`src/rtl/core/mpsm_pkg.sv`:
```
// Shared result codes and the control bundle between the sequencer and the result stage.
`default_nettype none
package mpsm_pkg;

   localparam logic [2:0] KIND_LOAD_DONE = 3'd0;
   localparam logic [2:0] KIND_MATCH     = 3'd1;
   localparam logic [2:0] KIND_NO_MATCH  = 3'd2;
   localparam logic [2:0] KIND_BAD       = 3'd3;
   localparam logic [2:0] KIND_DROPPED   = 3'd4;

   localparam logic       CMD_LOAD       = 1'b0;
   localparam logic       CMD_SEARCH     = 1'b1;

   localparam logic [7:0] FIRST_CHAR     = 8'd32;
   localparam int         MAX_RESULTS    = 64;

   typedef struct packed {
      logic        start_run;
      logic        push;
      logic        finish;
      logic        single;
      logic [2:0]  kind;
      logic [7:0]  id;
      logic [15:0] start;
   } emit_ctl_type;

endpackage
`default_nettype wire

```
`src/rtl/core/mpsm_emit.sv`:
```
// Result stage: holds one match back to mark the end of a run and to cap the result count.
`default_nettype none
module mpsm_emit
   import mpsm_pkg::*;
(
   input  wire logic         clock,
   input  wire logic         reset,
   input  wire emit_ctl_type ctl,
   output logic              stopped,
   output logic              rsp_valid,
   output logic [2:0]        rsp_kind,
   output logic [7:0]        rsp_match_id,
   output logic [15:0]       rsp_start_pos,
   output logic              rsp_end_of_run
);

   logic        pend_ff, pend_in;
   logic [7:0]  pid_ff, pid_in;
   logic [15:0] pst_ff, pst_in;
   logic [5:0]  n_ff, n_in;
   logic        stop_ff, stop_in;
   logic        v_ff, v_in;
   logic [2:0]  kind_ff, kind_in;
   logic [7:0]  id_ff, id_in;
   logic [15:0] st_ff, st_in;
   logic        end_ff, end_in;

   always_comb begin
      pend_in = pend_ff;
      pid_in  = pid_ff;
      pst_in  = pst_ff;
      n_in    = n_ff;
      stop_in = stop_ff;
      v_in    = 1'b0;
      kind_in = kind_ff;
      id_in   = 8'd0;
      st_in   = 16'd0;
      end_in  = 1'b0;
      if (ctl.start_run) begin
         pend_in = 1'b0;
         n_in    = 6'd0;
         stop_in = 1'b0;
      end else if (ctl.single) begin
         v_in    = 1'b1;
         kind_in = ctl.kind;
         end_in  = 1'b1;
      end else if (ctl.push && !stop_ff) begin
         if (pend_ff) begin
            v_in = 1'b1;
            if (n_ff == 6'(MAX_RESULTS - 1)) begin
               // Another match exists beyond the last free slot.
               kind_in = KIND_DROPPED;
               end_in  = 1'b1;
               stop_in = 1'b1;
            end else begin
               kind_in = KIND_MATCH;
               id_in   = pid_ff;
               st_in   = pst_ff;
               n_in    = n_ff + 6'd1;
            end
         end
         pend_in = 1'b1;
         pid_in  = ctl.id;
         pst_in  = ctl.start;
      end else if (ctl.finish && !stop_ff) begin
         v_in   = 1'b1;
         end_in = 1'b1;
         if (pend_ff) begin
            kind_in = KIND_MATCH;
            id_in   = pid_ff;
            st_in   = pst_ff;
         end else begin
            kind_in = KIND_NO_MATCH;
         end
         pend_in = 1'b0;
      end
   end

   always_ff @(posedge clock) begin
      if (reset) begin
         pend_ff <= 1'b0;
         n_ff    <= 6'd0;
         stop_ff <= 1'b0;
         v_ff    <= 1'b0;
      end else begin
         pend_ff <= pend_in;
         n_ff    <= n_in;
         stop_ff <= stop_in;
         v_ff    <= v_in;
      end
      pid_ff  <= pid_in;
      pst_ff  <= pst_in;
      kind_ff <= kind_in;
      id_ff   <= id_in;
      st_ff   <= st_in;
      end_ff  <= end_in;
   end

   assign stopped        = stop_ff;
   assign rsp_valid      = v_ff;
   assign rsp_kind       = kind_ff;
   assign rsp_match_id   = id_ff;
   assign rsp_start_pos  = st_ff;
   assign rsp_end_of_run = end_ff;

`ifndef SYNTHESIS
   a_drop_ends_run: assert property (@(posedge clock) disable iff (reset)
      rsp_valid && rsp_kind == KIND_DROPPED |-> rsp_end_of_run)
      else $error("dropped marker without end of run");
   a_stop_quiet: assert property (@(posedge clock) disable iff (reset)
      stop_ff && !ctl.start_run && !ctl.single |=> !rsp_valid)
      else $error("result after run was capped");
   a_nomatch_ends_run: assert property (@(posedge clock) disable iff (reset)
      rsp_valid && rsp_kind == KIND_NO_MATCH |-> rsp_end_of_run)
      else $error("no-match result without end of run");
`endif

endmodule
`default_nettype wire

```
`config.mk`:
```
export PLATFORM = sky130hd
export DESIGN_NAME = mpsm_emit
export DESIGN_NICKNAME = d
export VERILOG_FILES = /design/src/rtl/core/mpsm_pkg.sv /design/src/rtl/core/mpsm_emit.sv
export SDC_FILE = /design/constraint.sdc
export NUM_CORES = 1
export LEC_CHECK = 0
export BUFFER_PORTS_ARGS = -buffer_cell sky130_fd_sc_hd__buf_4
export CAP_MARGIN = 20
export CORE_MARGIN = 2
export CORE_UTILIZATION = 40
export CTS_BUF_LIST = sky130_fd_sc_hd__clkbuf_2 sky130_fd_sc_hd__clkbuf_4 sky130_fd_sc_hd__clkbuf_8
export DETAILED_ROUTE_END_ITERATION = 10
export GPL_TIMING_DRIVEN = 0
export PLACE_DENSITY_LB_ADDON = 0.05
export SETUP_SLACK_MARGIN = 0.02
export SLEW_MARGIN = 20
export SYNTH_ARGS = -nofsm -noshare
export SYNTH_HDL_FRONTEND = slang
export SYNTH_SLANG_ARGS = --single-unit
```
`constraint.sdc`:
```
create_clock -name clock -period 3.7 [get_ports clock]
set_clock_uncertainty 0.2 [all_clocks]
set_input_delay 0.37 -clock clock [delete_from_list [all_inputs] [get_ports clock]]
set_output_delay 0.37 -clock clock [all_outputs]
set_load 0.005 [all_outputs]
```
==> results.sh, run 1 <==
export IMPL_firstDrtPassIters=4
export IMPL_r2r_start="stopped"
export IMPL_p_leak_nw=1.186
export IMPL_drtAntennaViolNets=0
export IMPL_max_freq_ghz=0.5226
export IMPL_critical_path_cell_chain="nand2b_1 -> nor3_2 -> buf_4"
export IMPL_yosysTopAreaCellShare_pct=37.52
export IMPL_cap_violations=0
export IMPL_viasPerCell=4.742
export IMPL_finalSetupTns_ns=0
export IMPL_nets=273
export IMPL_required_ns=3.53
export IMPL_finalPower_mw=1.294
export IMPL_grt_pass1_wl_um=6900
export IMPL_gp_congestion=0.8377
export IMPL_fin_crit_ns=1.913
export IMPL_syn_nets=182
export IMPL_drc=0
export IMPL_timing_slew_headroom_pct=60.00
export IMPL_synth_cells=148
export IMPL_dp_hpwl_um=2850
export IMPL_num_antenna_cells=0
export IMPL_r2r_slack_ns=1.79
export IMPL_wirelength_um=4196
export IMPL_power_density_nw_per_um2=422.5
export IMPL_seqCellArea_um2=1491
export IMPL_critPathArrivalTime_ns=1.74
export IMPL_slew_viol_final=0
export IMPL_hold_viol_final=0
export IMPL_ys_top_cells_by_area="edfxtp_1, dfxtp_1, nor3b_2"
export IMPL_grt_pass1_vias=1465
export IMPL_critPathLaunchType="flop"
export IMPL_pin_count=63
export IMPL_insertion_delay_ns=0.32
export IMPL_holdCritPathClass="primary input to flop"
export IMPL_worstMarginPinSlew_ns=0.5968
export IMPL_post_cts_resized=0
export IMPL_core_um2=5172
export IMPL_min_from="ctl[23]"
export IMPL_yosys_warnings=0
export IMPL_grt_max_degree=11
export IMPL_r2r_end="pid_ff[0]"
export IMPL_post_cts_buffers=0
export IMPL_holdPathEnd="pid_ff[7]"
export IMPL_ys_seq_elements=61
export IMPL_fillers=427
export IMPL_clk_pin_slew_worst_paths_ns=0.06
export IMPL_cts_buffer_depth=2
export IMPL_crit_family="simple AND/OR/NAND/NOR gates"
export IMPL_drt_iter0_drc=42
export IMPL_wl_per_cell_um=13.36
export IMPL_num_rows=26
export IMPL_clock_root_buffer="clkbuf_8"
export IMPL_num_vias=1489
export IMPL_cts_htree_levels=3
export IMPL_start_util_pct=41.78
export IMPL_slowest_delay_ns=0.48
export IMPL_post_route_period_util_pct=51.71
export IMPL_end_kind="flop"
export IMPL_synthFlopType="dfxtp_1"
export IMPL_status="completed"
export IMPL_cts_hold_buf=11
export IMPL_die_h_um=77.50
export IMPL_synth_distinct_cells=36
export IMPL_path_class="flop to flop"
export IMPL_syn_to_final_growth_pct=41.75
export IMPL_die_x_um=77.50
export IMPL_min_path_cells=1
export IMPL_multiInputGateArea_um2=616.8
export IMPL_synth_seq_area_share_pct=69.02
export IMPL_antenna_found_initial=0
export IMPL_async_reset_ff_share_pct=0
export IMPL_portBuffers=61
export IMPL_final_cell_mix="buf_4, dfxtp_1, edfxtp_1, dlygate4sd3_1, nor3b_1"
export IMPL_grt_overflow=0
export IMPL_vdd_ir_drop_max_uv=186.9
export IMPL_cts_sinks=61
export IMPL_rr_worst_depth=3
export IMPL_cts_tree="yes"
export IMPL_cp_buffers_inverters=1
export IMPL_rsz0062_at_grt="false"
export IMPL_yosysTopAreaCell="edfxtp_1"
export IMPL_layout_drive_gt1_share_pct=42.21
export IMPL_fp_dieArea_um2=6006
export IMPL_syn_area_per_cell_um2=14.60
export IMPL_cts_made_buffers=9
export IMPL_layout_commonest_cell="buf_4"
export IMPL_netlist_area_um2=2161
export IMPL_slowest_stage="nor3_2"
export IMPL_track_usage_pct=15.21
export IMPL_setup_viol=0
export IMPL_synth_edf_count=27
export IMPL_crit_fanout=10
[area by class of cell]
| cell class | count | share of cell area, % |
|---|---|---|
| clock buffer | 11 | 4.534 |
| multi-input combinational | 77 | 20.14 |
| inverter | 3 | 0.3676 |
| sequential | 61 | 48.69 |
| timing repair buffer | 80 | 21.00 |
| buffer | 7 | 1.511 |
| clock inverter | 5 | 0.8987 |
| tap | 70 | 2.859 |
[how the worst max path moves through the flow]
stage	from	endpoint	slack, ns	cells after the start
after floorplan	ctl[27]	pid_ff[0]	0.78	2
after global placement	ctl[27]	pid_ff[4]	-0.19	3
after detailed placement	ctl[27]	pid_ff[1]	1.54	4
after CTS	stopped	pid_ff[1]	1.74	3
after global routing	stopped	pid_ff[2]	1.59	3
final	stopped	pid_ff[0]	1.79	3
[synthesized netlist by cell type (all sizes together) (2+ instances only)]
| cell type | count |
|---|---|
| dfxtp | 34 |
| buf | 5 |
| clkbuf | 2 |
| nor3 | 6 |
| inv | 3 |
| o31ai | 2 |
| nor3b | 26 |
| a211oi | 2 |
| mux2 | 3 |
| o21ai | 2 |
| a21oi | 3 |
| mux2i | 4 |
| or3 | 2 |
| nand2 | 8 |
| nor2 | 3 |
| edfxtp | 27 |
| nand3 | 2 |
[per-stage QoR]
step                      cells  utilization (%)  worst slack, ns  hold WS [ns]  instance area, um^2
after floorplan             148                -           0.7776        0.2468                 2161
after global placement      279            52.32          -0.1856        0.2620                 2706
after detailed placement    281            52.71            1.541        0.2696                 2726
after CTS                   308            58.06            1.739    0.00009470                 3003
after global routing        314            59.22            1.593      0.001983                 3063
final                       314            59.22            1.787       0.02110                 3063
[registers in the layout, summed over array words and instances, names as in the netlist]
signal and flops:
pst_ff 16, rsp_end_of_run 1, rsp_kind 3, n_ff 6, rsp_valid 1, rsp_match_id 8
stopped 1, pid_ff 8, pend_ff 1, rsp_start_pos 16
[logic make-up after synthesis]
| family | Yosys count | share of synthesized area (%) |
|---|---|---|
| buffers and inverters | 10 | 2.663 |
| AO/OA/AOI/OAI | 13 | 4.053 |
| AND/OR/NAND/NOR | 56 | 20.27 |
| adder cells (fa/ha/maj) | 1 | 0.5789 |
| multiplexers | 7 | 3.416 |
| flip-flops | 61 | 69.02 |
[metal layers]
layer / GRT usage, % / wire (um) / vias to the layer above
met5: 0 / 0 / -
met4: 6.429 / 23 / 0
met3: 6.744 / 274 / 2
met2: 25.04 / 2135 / 49
met1: 17.15 / 1763 / 706
li1: - / - / 732
[power breakdown]
part	internal (mW)	switching [mW]	leakage, nW
clock	0.253	0.234	0.0897
combinational	0.0512	0.0283	0.572
sequential	0.723	0.00460	0.524
Power figures use the tool's default switching activity.
==> inputs of run 2 (changes only) <==
==> constraint.sdc (replaced) <==
create_clock -name clock -period 1.68 [get_ports clock]
set_clock_uncertainty 0.2 [all_clocks]
set_input_delay 0.168 -clock clock [delete_from_list [all_inputs] [get_ports clock]]
set_output_delay 0.168 -clock clock [all_outputs]
set_load 0.005 [all_outputs]
==> run 2 against run 1 <==
Effect of this change:
- non-clock buffer count up 17
- largest cell class unchanged
- wire length up 10%
- sequential share of layout area down 3.7 points
==> results.sh, run 2 (synthesis gave the netlist of run 1 again) <==
export IMPL_grt_overflow=0
export IMPL_cap_violations=0
export IMPL_hold_viol_final=0
export IMPL_slew_viol_final=0
export IMPL_worstMarginPinSlew_ns=0.6809
export IMPL_final_area_um2=3336
export IMPL_nets=291
export IMPL_fp_dieArea_um2=6006
export IMPL_endpoint="rsp_kind[2]"
export IMPL_syn_to_final_growth_pct=54.37
export IMPL_drt_iter0_drc=43
export IMPL_wl_met2_um=2283
export IMPL_max_freq_ghz=0.6150
export IMPL_power_density_nw_per_um2=921.7
export IMPL_die_x_um=77.50
export IMPL_end_kind="flop"
export IMPL_layout_drive_gt1_share_pct=45.04
export IMPL_finalPower_mw=3.074
export IMPL_wirelength_um=4632
export IMPL_critPathLaunchType="flop"
export IMPL_cts_sinks=61
export IMPL_setup_ws_ns=0.05390
export IMPL_p_sw_mw=0.6492
export IMPL_insertion_delay_ns=0.33
export IMPL_r2r_end="rsp_kind[2]"
export IMPL_grt_max_degree=13
export IMPL_vdd_ir_drop_max_uv=485.7
export IMPL_cp_buffers_inverters=3
export IMPL_clk_pin_slew_worst_paths_ns=0.07
export IMPL_crit_cells=6
export IMPL_internal_power_mw=2.425
export IMPL_top_layer_used="met4"
export IMPL_p_leak_nw=1.286
export IMPL_dr_wl_met3_um=219
export IMPL_gp_congestion=0.8321
export IMPL_rsz0062_at_grt="false"
export IMPL_place_ws_ns=-0.4685
export IMPL_required_ns=1.56
export IMPL_rr_worst_depth=6
export IMPL_num_rows=26
export IMPL_timing_slew_headroom_pct=54.60
export IMPL_slowest_stage="dfxtp_4"
export IMPL_r2r_start="n_ff[0]"
export IMPL_p_clk_share_pct=41.0
export IMPL_cts_made_buffers=9
export IMPL_drtAntennaViolNets=0
export IMPL_slowest_delay_ns=0.36
export IMPL_grt_pass1_vias=1573
export IMPL_start_util_pct=41.78
export IMPL_core_um2=5172
export IMPL_postPlaceCellArea_um2=2726
export IMPL_path_class="flop to flop"
export IMPL_m1WireLength_um=2038
export IMPL_critPathArrivalTime_ns=1.51
export IMPL_final_cell_mix="buf_4, dlygate4sd3_1, dfxtp_1, edfxtp_1, nor3b_1"
export IMPL_clock_root_buffer="clkbuf_8"
export IMPL_critical_path_cell_chain="ha_2 -> buf_8 -> inv_4 -> nor3b_4 -> buf_6 -> mux2_2"
export IMPL_fin_crit_ns=1.626
export IMPL_holdCritPathClass="primary input to flop"
export IMPL_status="completed"
export IMPL_cts_buffer_depth=2
export IMPL_r2r_slack_ns=0.05
export IMPL_num_vias=1578
export IMPL_dp_hpwl_um=2817
export IMPL_cts_tree="yes"
export IMPL_portBuffers=61
export IMPL_setup_viol=0
export IMPL_grt_pass1_wl_um=7500
export IMPL_startpoint="n_ff[0]"
export IMPL_post_route_period_util_pct=96.79
export IMPL_crit_fanout=9
export IMPL_viasPerCell=4.753
export IMPL_num_antenna_cells=0
export IMPL_seqPwrFrac_pct=52.0
export IMPL_cts_htree_levels=3
export IMPL_layout_commonest_cell="buf_4"
export IMPL_wl_per_cell_um=13.95
export IMPL_timing_hold_ws_ns=0.02924
export IMPL_min_from="ctl[27]"
export IMPL_antenna_found_initial=0
export IMPL_drc=0
export IMPL_die_h_um=77.50
export IMPL_firstDrtPassIters=4
export IMPL_fillers=401
export IMPL_p_comb_share_pct=7.0
export IMPL_crit_family="flip-flops"
export IMPL_track_usage_pct=16.45
export IMPL_swShare_pct=21.12
export IMPL_pin_count=63
==> run 2: changes by cell type in the layout (fill, tap and decap cells not counted), moves of 2 or more <==
cell           delta
buf_8             +2
dfxtp_1           -5
clkinv_2          -2
dlygate4sd3_1    +12
nor3_4            +2
dfxtp_2           +4
buf_4             +3
==> run 2: routing by layer <==
metal  up-vias  global-route usage [%]
li1        769                       -
met3         9                   3.256
met1       744                   20.77
met2        56                   26.52
met4         0                   9.107
met5         -                       0
==> run 2: metrics by stage <==
stage	cells	setup TNS, ns	utilization, %
final	332	0	64.49
after detailed placement	279	-15.52	52.71
after CTS	329	0	63.35
after global routing	332	0	64.49
after global placement	279	-14.21	52.71
after floorplan	148	-2.011	-
==> run 2: how the worst min path moves through the flow <==
stage                              to  slack [ns]  cells after the start
floorplan                     stopped        0.04                      1
global placement            pst_ff[3]        0.15                      1
detailed placement          pst_ff[2]        0.15                      1
CTS                           pend_ff        0.03                      2
global route                  pend_ff        0.05                      2
finish              rsp_start_pos[10]        0.03                      4
==> run 2: worst min-delay path: stages <==
cell and delay (ns):
buf_4 0.11, nor4b_4 0.05, o21ai_2 0.12, nor3b_1 0.07
==> run 2: power groups by stage <==
stage | registers (mW) | clock network, mW | logic [mW]
after global placement | 1.63 | 0 | 0.141
after floorplan | 1.63 | 0 | 0.0550
after detailed placement | 1.63 | 0 | 0.146
after CTS | 1.60 | 1.29 | 0.209
final | 1.60 | 1.26 | 0.215
after global routing | 1.60 | 1.37 | 0.230
==> run 2: what timing repair did <==
| action | CTS | global route |
|---|---|---|
| cloned | 1 | 0 |
| endpoints found under the setup margin | 50 | 36 |
| buffers inserted | 4 | 3 |
| resized for setup | 8 | 8 |
| pin swaps | 3 | 1 |
| hold endpoints to repair | 33 | 0 |
| hold buffers | 29 | 0 |
==> run 2: cell type report <==
cell class | instances | area [um^2] | share of cell area [%]
Clock buffer | 10 | 131.4 | 3.938
Timing Repair Buffer | 97 | 817.0 | 24.49
Multi-Input combinational cell | 78 | 661.9 | 19.84
Clock inverter | 6 | 63.81 | 1.913
Inverter | 3 | 13.76 | 0.4126
Tap cell | 70 | 87.58 | 2.626
Sequential cell | 61 | 1500 | 44.97
Buffer | 7 | 60.06 | 1.800
